File: src/dma_boundary_segment_splitter_top_macros.svh
// Assertion macros used by the splitter's datapath RTL file.
`ifndef DMA_BOUNDARY_SEGMENT_SPLITTER_TOP_MACROS_SVH
`define DMA_BOUNDARY_SEGMENT_SPLITTER_TOP_MACROS_SVH

`ifndef NO_ASSERTIONS

`define DBSS_ASSERT_IMPLIES(label, clk, rst, ante, cons) \
   label: assert property (@(posedge clk) disable iff (rst) (ante) |-> (cons)) \
      else $error("dbss assertion failed");

`define DBSS_ASSERT_NEXT(label, clk, rst, ante, cons) \
   label: assert property (@(posedge clk) disable iff (rst) (ante) |=> (cons)) \
      else $error("dbss assertion failed");

`define DBSS_ASSERT_NEVER(label, clk, rst, cond) \
   label: assert property (@(posedge clk) disable iff (rst) !(cond)) \
      else $error("dbss assertion failed");

`else

`define DBSS_ASSERT_IMPLIES(label, clk, rst, ante, cons)

`define DBSS_ASSERT_NEXT(label, clk, rst, ante, cons)

`define DBSS_ASSERT_NEVER(label, clk, rst, cond)

`endif

`endif

File: src/dbss_pkg.sv
`timescale 1ns / 1ps

package dbss_pkg;

   localparam int POOL_SLOTS    = 8;
   localparam int SEG_LIMIT     = 8;
   localparam int BOUNDARY_BITS = 16;

   localparam int ADDR_W          = 32;
   localparam int COUNT_W         = 20;
   localparam int SLOT_FIELD_W    = 3;
   localparam int SEG_LEN_FIELD_W = 17;
   localparam int STATUS_W        = 2;

   localparam int CONV_W      = 25;
   localparam int ISA_W       = 24;
   localparam int BOUNCE_W    = 17;
   localparam int CSR_INDEX_W = 2;
   localparam int CSR_DATA_W  = 25;

   localparam int POOL_IDX_W = (POOL_SLOTS > 1) ? $clog2(POOL_SLOTS) : 1;
   localparam int SEGN_W     = $clog2(SEG_LIMIT + 1);
   localparam int SEGI_W     = (SEG_LIMIT > 1) ? $clog2(SEG_LIMIT) : 1;
   localparam int SIZE_W     = BOUNDARY_BITS + 1;
   localparam int SUM_W      = ADDR_W + 1;
   localparam int LEN_W0     = (SIZE_W > COUNT_W) ? SIZE_W : COUNT_W;
   localparam int LEN_W      = (LEN_W0 > BOUNCE_W) ? LEN_W0 : BOUNCE_W;

   localparam int REQ_FIELDS_W = ADDR_W + COUNT_W + SLOT_FIELD_W;
   localparam int REQ_TDATA_W  = ((REQ_FIELDS_W + 7) / 8) * 8;
   localparam int RSP_FIELDS_W = ADDR_W + SEG_LEN_FIELD_W + SLOT_FIELD_W;
   localparam int RSP_TDATA_W  = ((RSP_FIELDS_W + 7) / 8) * 8;
   localparam int RSP_PAD_W    = RSP_TDATA_W - RSP_FIELDS_W;
   localparam int REQ_TUSER_W  = 1;
   localparam int RSP_TUSER_W  = 1 + STATUS_W;

   localparam logic [ADDR_W-1:0]   LOW_MEM_TOP       = 32'h000A_0000;
   localparam logic [BOUNCE_W-1:0] BOUNCE_CAP        = 17'h1_0000;
   localparam logic [CONV_W-1:0]   CONV_LIMIT_RESET  = 25'h00A_0000;
   localparam logic [ISA_W-1:0]    ISA_MAX_RESET     = 24'hFF_FFFF;
   localparam logic [BOUNCE_W-1:0] BOUNCE_SIZE_RESET = 17'd1536;

   typedef enum logic {
      OP_SPLIT   = 1'b0,
      OP_RELEASE = 1'b1
   } req_op_type;

   typedef enum logic [CSR_INDEX_W-1:0] {
      CSR_CONV_LIMIT  = 2'd0,
      CSR_ISA_MAX     = 2'd1,
      CSR_BOUNCE_SIZE = 2'd2
   } csr_index_type;

   typedef enum logic [STATUS_W-1:0] {
      RSP_OK      = 2'd0,
      RSP_FAIL    = 2'd1,
      RSP_RELEASE = 2'd2
   } rsp_status_type;

   typedef enum logic [1:0] {
      ST_IDLE,
      ST_WALK,
      ST_FALLBACK,
      ST_EMIT
   } ctrl_state_type;

   typedef struct packed {
      logic free_slot;
      logic reject;
      logic load;
      logic step;
      logic fallback;
      logic emit;
   } dp_cmd_type;

   typedef struct packed {
      logic out_free;
      logic req_release;
      logic req_zero;
      logic step_fail;
      logic step_last;
      logic seg_full;
      logic emit_last;
   } dp_status_type;

endpackage

File: src/dbss_ctrl.sv
`timescale 1ns / 1ps

module dbss_ctrl (
   input  logic                   clock,
   input  logic                   reset,
   input  logic                   req_tvalid,
   output logic                   req_tready,
   input  dbss_pkg::dp_status_type status,
   output dbss_pkg::dp_cmd_type    cmd
);

   import dbss_pkg::*;

   ctrl_state_type state_ff;
   ctrl_state_type state_in;
   logic           accept;

   assign accept = req_tvalid && req_tready;

   always_comb begin
      state_in = state_ff;
      case (state_ff)
         ST_IDLE: begin
            if (accept && !status.req_release && !status.req_zero) begin
               state_in = ST_WALK;
            end
         end
         ST_WALK: begin
            if (status.step_fail) begin
               state_in = ST_FALLBACK;
            end else if (status.step_last) begin
               state_in = ST_EMIT;
            end else if (status.seg_full) begin
               state_in = ST_FALLBACK;
            end
         end
         ST_FALLBACK: begin
            if (status.out_free) begin
               state_in = ST_IDLE;
            end
         end
         ST_EMIT: begin
            if (status.out_free && status.emit_last) begin
               state_in = ST_IDLE;
            end
         end
         default: begin
            state_in = ST_IDLE;
         end
      endcase
   end

   always_comb begin
      req_tready = 1'b0;
      cmd        = '0;
      case (state_ff)
         ST_IDLE: begin
            req_tready = status.out_free;
            if (req_tvalid && status.out_free) begin
               if (status.req_release) begin
                  cmd.free_slot = 1'b1;
               end else if (status.req_zero) begin
                  cmd.reject = 1'b1;
               end else begin
                  cmd.load = 1'b1;
               end
            end
         end
         ST_WALK: begin
            cmd.step = 1'b1;
         end
         ST_FALLBACK: begin
            cmd.fallback = status.out_free;
         end
         ST_EMIT: begin
            cmd.emit = status.out_free;
         end
         default: begin
            cmd = '0;
         end
      endcase
   end

   always_ff @(posedge clock) begin
      if (reset) begin
         state_ff <= ST_IDLE;
      end else begin
         state_ff <= state_in;
      end
   end

endmodule

File: src/dbss_dp.sv
`timescale 1ns / 1ps
`include "dma_boundary_segment_splitter_top_macros.svh"

module dbss_dp (
   input  logic                                 clock,
   input  logic                                 reset,
   input  logic                                 csr_we,
   input  logic [dbss_pkg::CSR_INDEX_W-1:0]     csr_index,
   input  logic [dbss_pkg::CSR_DATA_W-1:0]      csr_wdata,
   input  logic                                 req_op,
   input  logic [dbss_pkg::ADDR_W-1:0]          req_addr,
   input  logic [dbss_pkg::COUNT_W-1:0]         req_count,
   input  logic [dbss_pkg::SLOT_FIELD_W-1:0]    req_rel,
   input  logic                                 rsp_tready,
   output logic                                 rsp_valid,
   output logic [dbss_pkg::ADDR_W-1:0]          rsp_addr,
   output logic [dbss_pkg::SEG_LEN_FIELD_W-1:0] rsp_len,
   output logic                                 rsp_bounce,
   output logic [dbss_pkg::SLOT_FIELD_W-1:0]    rsp_slot,
   output logic                                 rsp_last,
   output logic [dbss_pkg::STATUS_W-1:0]        rsp_status,
   input  dbss_pkg::dp_cmd_type                 cmd,
   output dbss_pkg::dp_status_type              status
);

   import dbss_pkg::*;

   typedef struct packed {
      logic                  found;
      logic [POOL_IDX_W-1:0] idx;
   } pick_type;

   function automatic pick_type first_free(input logic [POOL_SLOTS-1:0] busy);
      pick_type p;
      p = '0;
      for (int i = POOL_SLOTS - 1; i >= 0; i--) begin
         if (!busy[i]) begin
            p.found = 1'b1;
            p.idx   = POOL_IDX_W'(i);
         end
      end
      return p;
   endfunction

   logic [CONV_W-1:0]     conv_ff, conv_in;
   logic [ISA_W-1:0]      isa_ff, isa_in;
   logic [BOUNCE_W-1:0]   bounce_ff, bounce_in;
   logic [POOL_SLOTS-1:0] busy_ff, busy_in;
   logic [POOL_SLOTS-1:0] taken_ff, taken_in;
   logic [ADDR_W-1:0]     cursor_ff, cursor_in;
   logic [COUNT_W-1:0]    rem_ff, rem_in;
   logic [COUNT_W-1:0]    count_ff, count_in;
   logic [SEGN_W-1:0]     seg_n_ff, seg_n_in;
   logic [SEGN_W-1:0]     emit_n_ff, emit_n_in;

   logic [ADDR_W-1:0]     st_addr_ff [SEG_LIMIT];
   logic [SIZE_W-1:0]     st_len_ff [SEG_LIMIT];
   logic                  st_bnc_ff [SEG_LIMIT];
   logic [POOL_IDX_W-1:0] st_slot_ff [SEG_LIMIT];
   logic                  st_we;
   logic [SEGI_W-1:0]     st_wr_idx;
   logic [ADDR_W-1:0]     st_addr_in;
   logic [SIZE_W-1:0]     st_len_in;
   logic                  st_bnc_in;
   logic [POOL_IDX_W-1:0] st_slot_in;
   logic [SEGI_W-1:0]     emit_sel;

   logic                       rsp_valid_ff, rsp_valid_in;
   logic [ADDR_W-1:0]          rsp_addr_ff, rsp_addr_in;
   logic [SEG_LEN_FIELD_W-1:0] rsp_len_ff, rsp_len_in;
   logic                       rsp_bnc_ff, rsp_bnc_in;
   logic [SLOT_FIELD_W-1:0]    rsp_slot_ff, rsp_slot_in;
   logic                       rsp_last_ff, rsp_last_in;
   logic [STATUS_W-1:0]        rsp_status_ff, rsp_status_in;

   logic [SIZE_W-1:0]     seg_room;
   logic [SIZE_W-1:0]     seg_size;
   logic [SUM_W-1:0]      seg_end;
   logic [SUM_W-1:0]      seg_next;
   logic [COUNT_W-1:0]    rem_next;
   logic [BOUNCE_W-1:0]   cap;
   logic                  seg_bounce;
   logic                  too_long;
   logic                  step_fail;
   logic                  out_free;
   logic                  fb_ok;
   logic [POOL_SLOTS-1:0] busy_rb;
   pick_type              free_pick;
   pick_type              fb_pick;

   assign out_free = !rsp_valid_ff || rsp_tready;
   assign emit_sel = emit_n_ff[SEGI_W-1:0];

   always_comb begin
      seg_room = {1'b1, {BOUNDARY_BITS{1'b0}}} - {1'b0, cursor_ff[BOUNDARY_BITS-1:0]};
      if (LEN_W'(seg_room) > LEN_W'(rem_ff)) begin
         seg_size = SIZE_W'(rem_ff);
      end else begin
         seg_size = seg_room;
      end
      seg_next = {1'b0, cursor_ff} + SUM_W'(seg_size);
      seg_end  = seg_next - SUM_W'(1);
      seg_bounce = (cursor_ff[1:0] != 2'b00) || (cursor_ff >= LOW_MEM_TOP) ||
                   seg_end[ADDR_W] || (cursor_ff > ADDR_W'(isa_ff)) ||
                   (seg_end > SUM_W'(isa_ff)) || (seg_next > SUM_W'(conv_ff));
      cap       = (bounce_ff > BOUNCE_CAP) ? BOUNCE_CAP : bounce_ff;
      too_long  = LEN_W'(seg_size) > LEN_W'(cap);
      free_pick = first_free(busy_ff);
      step_fail = seg_bounce && (too_long || !free_pick.found);
      rem_next  = rem_ff - COUNT_W'(seg_size);
      busy_rb   = busy_ff & ~taken_ff;
      fb_pick   = first_free(busy_rb);
      fb_ok     = fb_pick.found && (LEN_W'(count_ff) <= LEN_W'(cap));
   end

   always_comb begin
      status.out_free    = out_free;
      status.req_release = (req_op == OP_RELEASE);
      status.req_zero    = (req_count == '0);
      status.step_fail   = step_fail;
      status.step_last   = (rem_next == '0);
      status.seg_full    = (seg_n_ff == SEGN_W'(SEG_LIMIT - 1));
      status.emit_last   = (SEGN_W'(emit_n_ff + SEGN_W'(1)) == seg_n_ff);
   end

   always_comb begin
      conv_in   = conv_ff;
      isa_in    = isa_ff;
      bounce_in = bounce_ff;
      if (csr_we) begin
         case (csr_index)
            CSR_CONV_LIMIT:  conv_in   = csr_wdata[CONV_W-1:0];
            CSR_ISA_MAX:     isa_in    = csr_wdata[ISA_W-1:0];
            CSR_BOUNCE_SIZE: bounce_in = csr_wdata[BOUNCE_W-1:0];
            default: begin
               conv_in = conv_ff;
            end
         endcase
      end
   end

   always_comb begin
      busy_in       = busy_ff;
      taken_in      = taken_ff;
      cursor_in     = cursor_ff;
      rem_in        = rem_ff;
      count_in      = count_ff;
      seg_n_in      = seg_n_ff;
      emit_n_in     = emit_n_ff;
      st_we         = 1'b0;
      st_wr_idx     = seg_n_ff[SEGI_W-1:0];
      st_addr_in    = seg_bounce ? '0 : cursor_ff;
      st_len_in     = seg_size;
      st_bnc_in     = seg_bounce;
      st_slot_in    = seg_bounce ? free_pick.idx : '0;
      rsp_valid_in  = rsp_tready ? 1'b0 : rsp_valid_ff;
      rsp_addr_in   = rsp_addr_ff;
      rsp_len_in    = rsp_len_ff;
      rsp_bnc_in    = rsp_bnc_ff;
      rsp_slot_in   = rsp_slot_ff;
      rsp_last_in   = rsp_last_ff;
      rsp_status_in = rsp_status_ff;

      if (cmd.load) begin
         cursor_in = req_addr;
         rem_in    = req_count;
         count_in  = req_count;
         seg_n_in  = '0;
         emit_n_in = '0;
         taken_in  = '0;
      end

      if (cmd.free_slot) begin
         for (int i = 0; i < POOL_SLOTS; i++) begin
            if (int'(req_rel) == i) begin
               busy_in[i] = 1'b0;
            end
         end
         taken_in      = '0;
         rsp_valid_in  = 1'b1;
         rsp_addr_in   = '0;
         rsp_len_in    = '0;
         rsp_bnc_in    = 1'b0;
         rsp_slot_in   = req_rel;
         rsp_last_in   = 1'b1;
         rsp_status_in = RSP_RELEASE;
      end

      if (cmd.reject) begin
         rsp_valid_in  = 1'b1;
         rsp_addr_in   = '0;
         rsp_len_in    = '0;
         rsp_bnc_in    = 1'b0;
         rsp_slot_in   = '0;
         rsp_last_in   = 1'b1;
         rsp_status_in = RSP_FAIL;
      end

      if (cmd.step && !step_fail) begin
         st_we     = 1'b1;
         seg_n_in  = SEGN_W'(seg_n_ff + SEGN_W'(1));
         cursor_in = seg_next[ADDR_W-1:0];
         rem_in    = rem_next;
         if (seg_bounce) begin
            busy_in[free_pick.idx]  = 1'b1;
            taken_in[free_pick.idx] = 1'b1;
         end
      end

      if (cmd.fallback) begin
         busy_in      = busy_rb;
         taken_in     = '0;
         rsp_valid_in = 1'b1;
         rsp_addr_in  = '0;
         rsp_last_in  = 1'b1;
         if (fb_ok) begin
            busy_in[fb_pick.idx] = 1'b1;
            rsp_len_in    = SEG_LEN_FIELD_W'(count_ff);
            rsp_bnc_in    = 1'b1;
            rsp_slot_in   = SLOT_FIELD_W'(fb_pick.idx);
            rsp_status_in = RSP_OK;
         end else begin
            rsp_len_in    = '0;
            rsp_bnc_in    = 1'b0;
            rsp_slot_in   = '0;
            rsp_status_in = RSP_FAIL;
         end
      end

      if (cmd.emit) begin
         emit_n_in     = SEGN_W'(emit_n_ff + SEGN_W'(1));
         rsp_valid_in  = 1'b1;
         rsp_addr_in   = st_addr_ff[emit_sel];
         rsp_len_in    = SEG_LEN_FIELD_W'(st_len_ff[emit_sel]);
         rsp_bnc_in    = st_bnc_ff[emit_sel];
         rsp_slot_in   = SLOT_FIELD_W'(st_slot_ff[emit_sel]);
         rsp_last_in   = status.emit_last;
         rsp_status_in = RSP_OK;
      end
   end

   always_ff @(posedge clock) begin
      if (reset) begin
         conv_ff      <= CONV_LIMIT_RESET;
         isa_ff       <= ISA_MAX_RESET;
         bounce_ff    <= BOUNCE_SIZE_RESET;
         busy_ff      <= '0;
         taken_ff     <= '0;
         seg_n_ff     <= '0;
         emit_n_ff    <= '0;
         rsp_valid_ff <= 1'b0;
      end else begin
         conv_ff      <= conv_in;
         isa_ff       <= isa_in;
         bounce_ff    <= bounce_in;
         busy_ff      <= busy_in;
         taken_ff     <= taken_in;
         seg_n_ff     <= seg_n_in;
         emit_n_ff    <= emit_n_in;
         rsp_valid_ff <= rsp_valid_in;
      end
   end

   always_ff @(posedge clock) begin
      cursor_ff     <= cursor_in;
      rem_ff        <= rem_in;
      count_ff      <= count_in;
      rsp_addr_ff   <= rsp_addr_in;
      rsp_len_ff    <= rsp_len_in;
      rsp_bnc_ff    <= rsp_bnc_in;
      rsp_slot_ff   <= rsp_slot_in;
      rsp_last_ff   <= rsp_last_in;
      rsp_status_ff <= rsp_status_in;
      if (st_we) begin
         st_addr_ff[st_wr_idx] <= st_addr_in;
         st_len_ff[st_wr_idx]  <= st_len_in;
         st_bnc_ff[st_wr_idx]  <= st_bnc_in;
         st_slot_ff[st_wr_idx] <= st_slot_in;
      end
   end

   assign rsp_valid  = rsp_valid_ff;
   assign rsp_addr   = rsp_addr_ff;
   assign rsp_len    = rsp_len_ff;
   assign rsp_bounce = rsp_bnc_ff;
   assign rsp_slot   = rsp_slot_ff;
   assign rsp_last   = rsp_last_ff;
   assign rsp_status = rsp_status_ff;

   // Slots claimed by the split in progress must always be marked busy in the pool.
   `DBSS_ASSERT_NEVER(a_taken_in_pool, clock, reset, (taken_ff & ~busy_ff) != '0)
   `DBSS_ASSERT_NEVER(a_seg_count_range, clock, reset, seg_n_ff > SEGN_W'(SEG_LIMIT))
   `DBSS_ASSERT_NEXT(a_rollback_clears, clock, reset, cmd.fallback, taken_ff == '0)
   `DBSS_ASSERT_IMPLIES(a_emit_in_range, clock, reset, cmd.emit, emit_n_ff < seg_n_ff)

endmodule

File: src/dma_boundary_segment_splitter_top.sv
`timescale 1ns / 1ps
// Channel   Direction  Handshake              Contents
// req_      in         req_tvalid/req_tready  split or release request
// rsp_      out        rsp_tvalid/rsp_tready  segment, failure or release result
// csr_      in         csr_we                 configuration register write
//
// A release or zero-length request is answered from the idle state; its result is registered on acceptance.
// A split is loaded on acceptance, walks the buffer one segment per cycle, then delivers its
// segments one per cycle while the output is free; a walk that fails or fills the table gives one fallback result.
// Reset is synchronous; it frees every bounce slot and restores the register defaults.
// A stalled result holds the output register and the controller waits on it.

module dma_boundary_segment_splitter_top (
   input  logic                                 clock,
   input  logic                                 reset,
   input  logic                                 req_tvalid,
   output logic                                 req_tready,
   // phys_address, byte_count, release_slot, zero padding
   input  logic [dbss_pkg::REQ_TDATA_W-1:0]     req_tdata,
   // op
   input  logic [dbss_pkg::REQ_TUSER_W-1:0]     req_tuser,
   output logic                                 rsp_tvalid,
   input  logic                                 rsp_tready,
   // seg_address, seg_length, bounce_slot, zero padding
   output logic [dbss_pkg::RSP_TDATA_W-1:0]     rsp_tdata,
   // bounce flag, status
   output logic [dbss_pkg::RSP_TUSER_W-1:0]     rsp_tuser,
   output logic                                 rsp_tlast,
   input  logic                                 csr_we,
   input  logic [dbss_pkg::CSR_INDEX_W-1:0]     csr_index,
   input  logic [dbss_pkg::CSR_DATA_W-1:0]      csr_wdata
);

   import dbss_pkg::*;

   dp_cmd_type                 cmd;
   dp_status_type              status;
   logic [ADDR_W-1:0]          req_addr;
   logic [COUNT_W-1:0]         req_count;
   logic [SLOT_FIELD_W-1:0]    req_rel;
   logic [ADDR_W-1:0]          rsp_addr;
   logic [SEG_LEN_FIELD_W-1:0] rsp_len;
   logic                       rsp_bounce;
   logic [SLOT_FIELD_W-1:0]    rsp_slot;
   logic [STATUS_W-1:0]        rsp_status;

   assign req_addr  = req_tdata[ADDR_W-1:0];
   assign req_count = req_tdata[ADDR_W+COUNT_W-1:ADDR_W];
   assign req_rel   = req_tdata[REQ_FIELDS_W-1:ADDR_W+COUNT_W];

   assign rsp_tdata = {{RSP_PAD_W{1'b0}}, rsp_slot, rsp_len, rsp_addr};
   assign rsp_tuser = {rsp_status, rsp_bounce};

   dbss_ctrl u_ctrl (
      .clock      (clock),
      .reset      (reset),
      .req_tvalid (req_tvalid),
      .req_tready (req_tready),
      .status     (status),
      .cmd        (cmd)
   );

   dbss_dp u_dp (
      .clock      (clock),
      .reset      (reset),
      .csr_we     (csr_we),
      .csr_index  (csr_index),
      .csr_wdata  (csr_wdata),
      .req_op     (req_tuser[0]),
      .req_addr   (req_addr),
      .req_count  (req_count),
      .req_rel    (req_rel),
      .rsp_tready (rsp_tready),
      .rsp_valid  (rsp_tvalid),
      .rsp_addr   (rsp_addr),
      .rsp_len    (rsp_len),
      .rsp_bounce (rsp_bounce),
      .rsp_slot   (rsp_slot),
      .rsp_last   (rsp_tlast),
      .rsp_status (rsp_status),
      .cmd        (cmd),
      .status     (status)
   );

endmodule

File: config.mk
export PLATFORM = sky130hd
export DESIGN_NAME = dma_boundary_segment_splitter_top
export DESIGN_NICKNAME = d
export VERILOG_FILES = /design/src/dbss_pkg.sv /design/src/dbss_ctrl.sv /design/src/dbss_dp.sv /design/src/dma_boundary_segment_splitter_top.sv
export VERILOG_INCLUDE_DIRS = /design/src /design/src/src
export SDC_FILE = /design/constraint.sdc
export NUM_CORES = 1
export LEC_CHECK = 0
export BUFFER_PORTS_ARGS = -buffer_cell sky130_fd_sc_hd__buf_2
export CORE_MARGIN = 2
export CORE_UTILIZATION = 60
export DETAILED_ROUTE_END_ITERATION = 10
export PLACE_DENSITY = 0.78
export SYNTH_ARGS = -nofsm -noshare
export SYNTH_HDL_FRONTEND = slang
export SYNTH_HIERARCHICAL = 1
export SYNTH_SLANG_ARGS = --single-unit
File: constraint.sdc
create_clock -name clock -period 18.2 [get_ports clock]
set_input_delay 3.64 -clock clock [delete_from_list [all_inputs] [get_ports clock]]
set_output_delay 3.64 -clock clock [all_outputs]
set_load 0.005 [all_outputs]
==> run metrics <==
total gr overflow 0; initial antenna violation count 0; I/O Buffers 145; Area Overhead vs Synth 12.9%; Worst R2R Start u_dp/cursor_ff[3]$_DFFE_PP_; via/cell ratio 6.30; worst vdd ir 72.8 uV; initial DRC count 2060; width of the die 234 um; largest net degree at the start of global routing 85; hold path depth 2; warnings from Yosys 6; Critical Path End Type flop; # setup viols final 0; post-DP HPWL approximately 55000 um; Synth Flop Type edfxtp_1; cell mode on critical path nor4_1; slew margin rel. approximately 11%; Synth Cell Area 31800 um^2; Row Count 84; Worst-Margin Slew 1.32 ns; Required @ worst endpoint 18.43 ns; LEAKAGE 13.0 nW; Max stage delay on crit path 0.92 ns; wire per inst 24.5 um; clock root cell clkbuf_16; Crit. Startpoint u_dp/cursor_ff[3]$_DFFE_PP_; vias in the first global route about 21000; sequential-to-total area share from yosys stat 58.2%; most frequent cells in the layout 550 x edfxtp_1, 235 x nand2_1, 157 x ha_1; max-cap viol count 0; Worst EP arrival roughly 14 ns; hold crit path type reg2reg; total negative setup slack 0 ns; fin crit period 13.36 ns; first drt pass iteration count 5; core footprint 52400 um^2; Die Footprint 54800 um^2; share of cells above drive strength 1 18.4%; crit path kind reg2reg; fillers 3639; Post-Syn Area per Cell 13.3 um^2; #FFs+latches synth approximately 650; Layout Skew roughly 0.022 ns; starting density of the core 60.6%; CTS Buf Count 68; Hold Path Origin u_dp/taken_ff[0]$_SDFF_PP0_; CP max-delay cell nor4_2; WL final 82400 um; outcome completed; most common cell after layout, fill and taps aside edfxtp_1; Nets 2876; # IOs 151; Worst setup SP type flop; worst reg2reg path depth 38; critical path depth 38; Synth Instances approximately 2400; crit-path max FO 51; CP delay by family, top simple AND/OR/NAND/NOR gates; Routed Antenna Nets 0; H-tree depth 3; final hold vios 0; RD Place Congestion 0.927; CTS Sinks 648; die height 234 um; Post-synth EDFFs 550; clk_lat worst skew 0.61 ns; worst path bufs/invs 2; Resize count post-CTS 0; # diodes 0; Clk pin slew, worst setup/hold paths roughly 0.060 ns; first-pass GRT wire length 124000 um; Max clock buf depth 3; CTS tree built; hold_buf cts 0; post-route core utilization 68.4%; pwr/cell area 101 nW/um^2; synth unique cells 90; Synth async-reset ratio 0%; achievable clock frequency 0.0748 GHz; Global Route Usage Sum 30.6%; Post-CTS Setup Bufs 0; fin crit share between 70% and 80%; Vias ~21000; RSZ-0062 raised after global routing false; Post-route DRC 0; Pins Over Slew Limit 0
power by group:
group	internal, W	switching, W
Combinational	0.000202	0.000333
Sequential	0.00165	0.0000322
Clock	0.000829	0.000573
state kept, by name, summed over array words and instances, names as in the netlist, 2 cells and up, named ones only:
name and cells:
u_ctrl/state_ff 2, u_dp/bounce_ff 17, u_dp/busy_ff 8, u_dp/conv_ff 25, u_dp/count_ff 20, u_dp/cursor_ff 32
u_dp/emit_n_ff 4, u_dp/isa_ff 24, u_dp/rem_ff 20, u_dp/rsp_addr 32, u_dp/rsp_len 17, u_dp/rsp_slot 3
u_dp/rsp_status 2, u_dp/seg_n_ff 4, u_dp/st_addr_ff 256, u_dp/st_bnc_ff 8, u_dp/st_len_ff 136, u_dp/st_slot_ff 24
u_dp/taken_ff 8
layout make-up:
type / count / area [um^2] / area share, %
Sequential cell: 648 / 18500 / 51.5
Multi-Input combinational cell: 1625 / 12900 / 35.9
Clock buffer: 87 / 1860 / 5.18
Timing Repair Buffer: 179 / 981 / 2.73
Tap cell: 688 / 861 / 2.40
Clock inverter: 35 / 414 / 1.15
Inverter: 106 / 398 / 1.11
synthesized netlist by cell type, drive strengths merged, types with 9 or more instances:
cell type | number | area, um^2
o21ai | 83 | 415
nor4 | 43 | 284
a211oi | 11 | 87.6
mux2 | 70 | 852
inv | 106 | 398
nand2b | 18 | 120
a21oi | 125 | 626
buf | 37 | 204
edfxtp | 550 | 16500
o21a | 14 | 105
dfxtp | 98 | 1960
clkbuf | 72 | 270
nand2 | 237 | 890
o31ai | 14 | 105
or3 | 9 | 56.3
mux4 | 106 | 2390
nand4 | 29 | 181
nor3 | 36 | 190
nor2b | 55 | 347
nor2 | 80 | 300
mux2i | 36 | 360
xor2 | 27 | 236
ha | 157 | 1960
o211ai | 30 | 225
xnor2 | 56 | 490
and3 | 20 | 125
a21o | 61 | 458
a31oi | 14 | 87.6
and2 | 34 | 213
nand3 | 40 | 205
kinds of logic (layout without fill, tap and decap cells):
group / after synthesis / count (layout) / share of synthesized area (%)
AO/OA/AOI/OAI: 421 / 421 / 8.63
XOR/XNOR: 84 / 84 / 2.36
adder cells (fa/ha/maj): 159 / 159 / 6.31
buffers and inverters: 215 / 407 / 2.74
flip-flops: 648 / 648 / 58.2
multiplexers: 212 / 212 / 11.3
other: 2 / 100 / 0.0236
AND/OR/NAND/NOR: 649 / 649 / 10.5
routing by layer:
layer	track usage, %	vias up	wire length, um
li1	-	9505	-
met1	39.4	10482	32200
met2	51.3	1005	40400
met3	4.91	212	5890
met4	14.0	0	3940
met5	0	-	0
tightest hold or removal path, stage by stage, from the launching register on:
cell and delay, ns:
dfxtp_1 0.31, nand2_1 0.05, o31ai_1 0.05
metrics by stage:
stage	instances	total power [W]	area (um^2)	hold slack (ns)	setup slack, ns
3_5_place_dp	3246	0.00223	33600	0.449	5.15
4_1_cts	3368	0.00363	35900	0.456	5.13
3_3_place_gp	3246	0.00221	33600	0.434	5.43
5_1_grt	3368	0.00375	35900	0.478	4.10
2_1_floorplan	2488	0.00207	32100	0.426	3.87
6_report	3368	0.00362	35900	0.459	4.84
worst paths after layout:
kind | slack (ns) | to
setup / recovery | 4.84 | u_dp/st_addr_ff[6][17]$_DFFE_PP_
hold / removal | 0.46 | u_dp/taken_ff[0]$_SDFF_PP0_
setup reg to reg | 4.84 | u_dp/st_addr_ff[6][17]$_DFFE_PP_
hold reg to reg | 0.46 | u_dp/taken_ff[0]$_SDFF_PP0_
No activity file was read; power rests on OpenSTA's default activity.
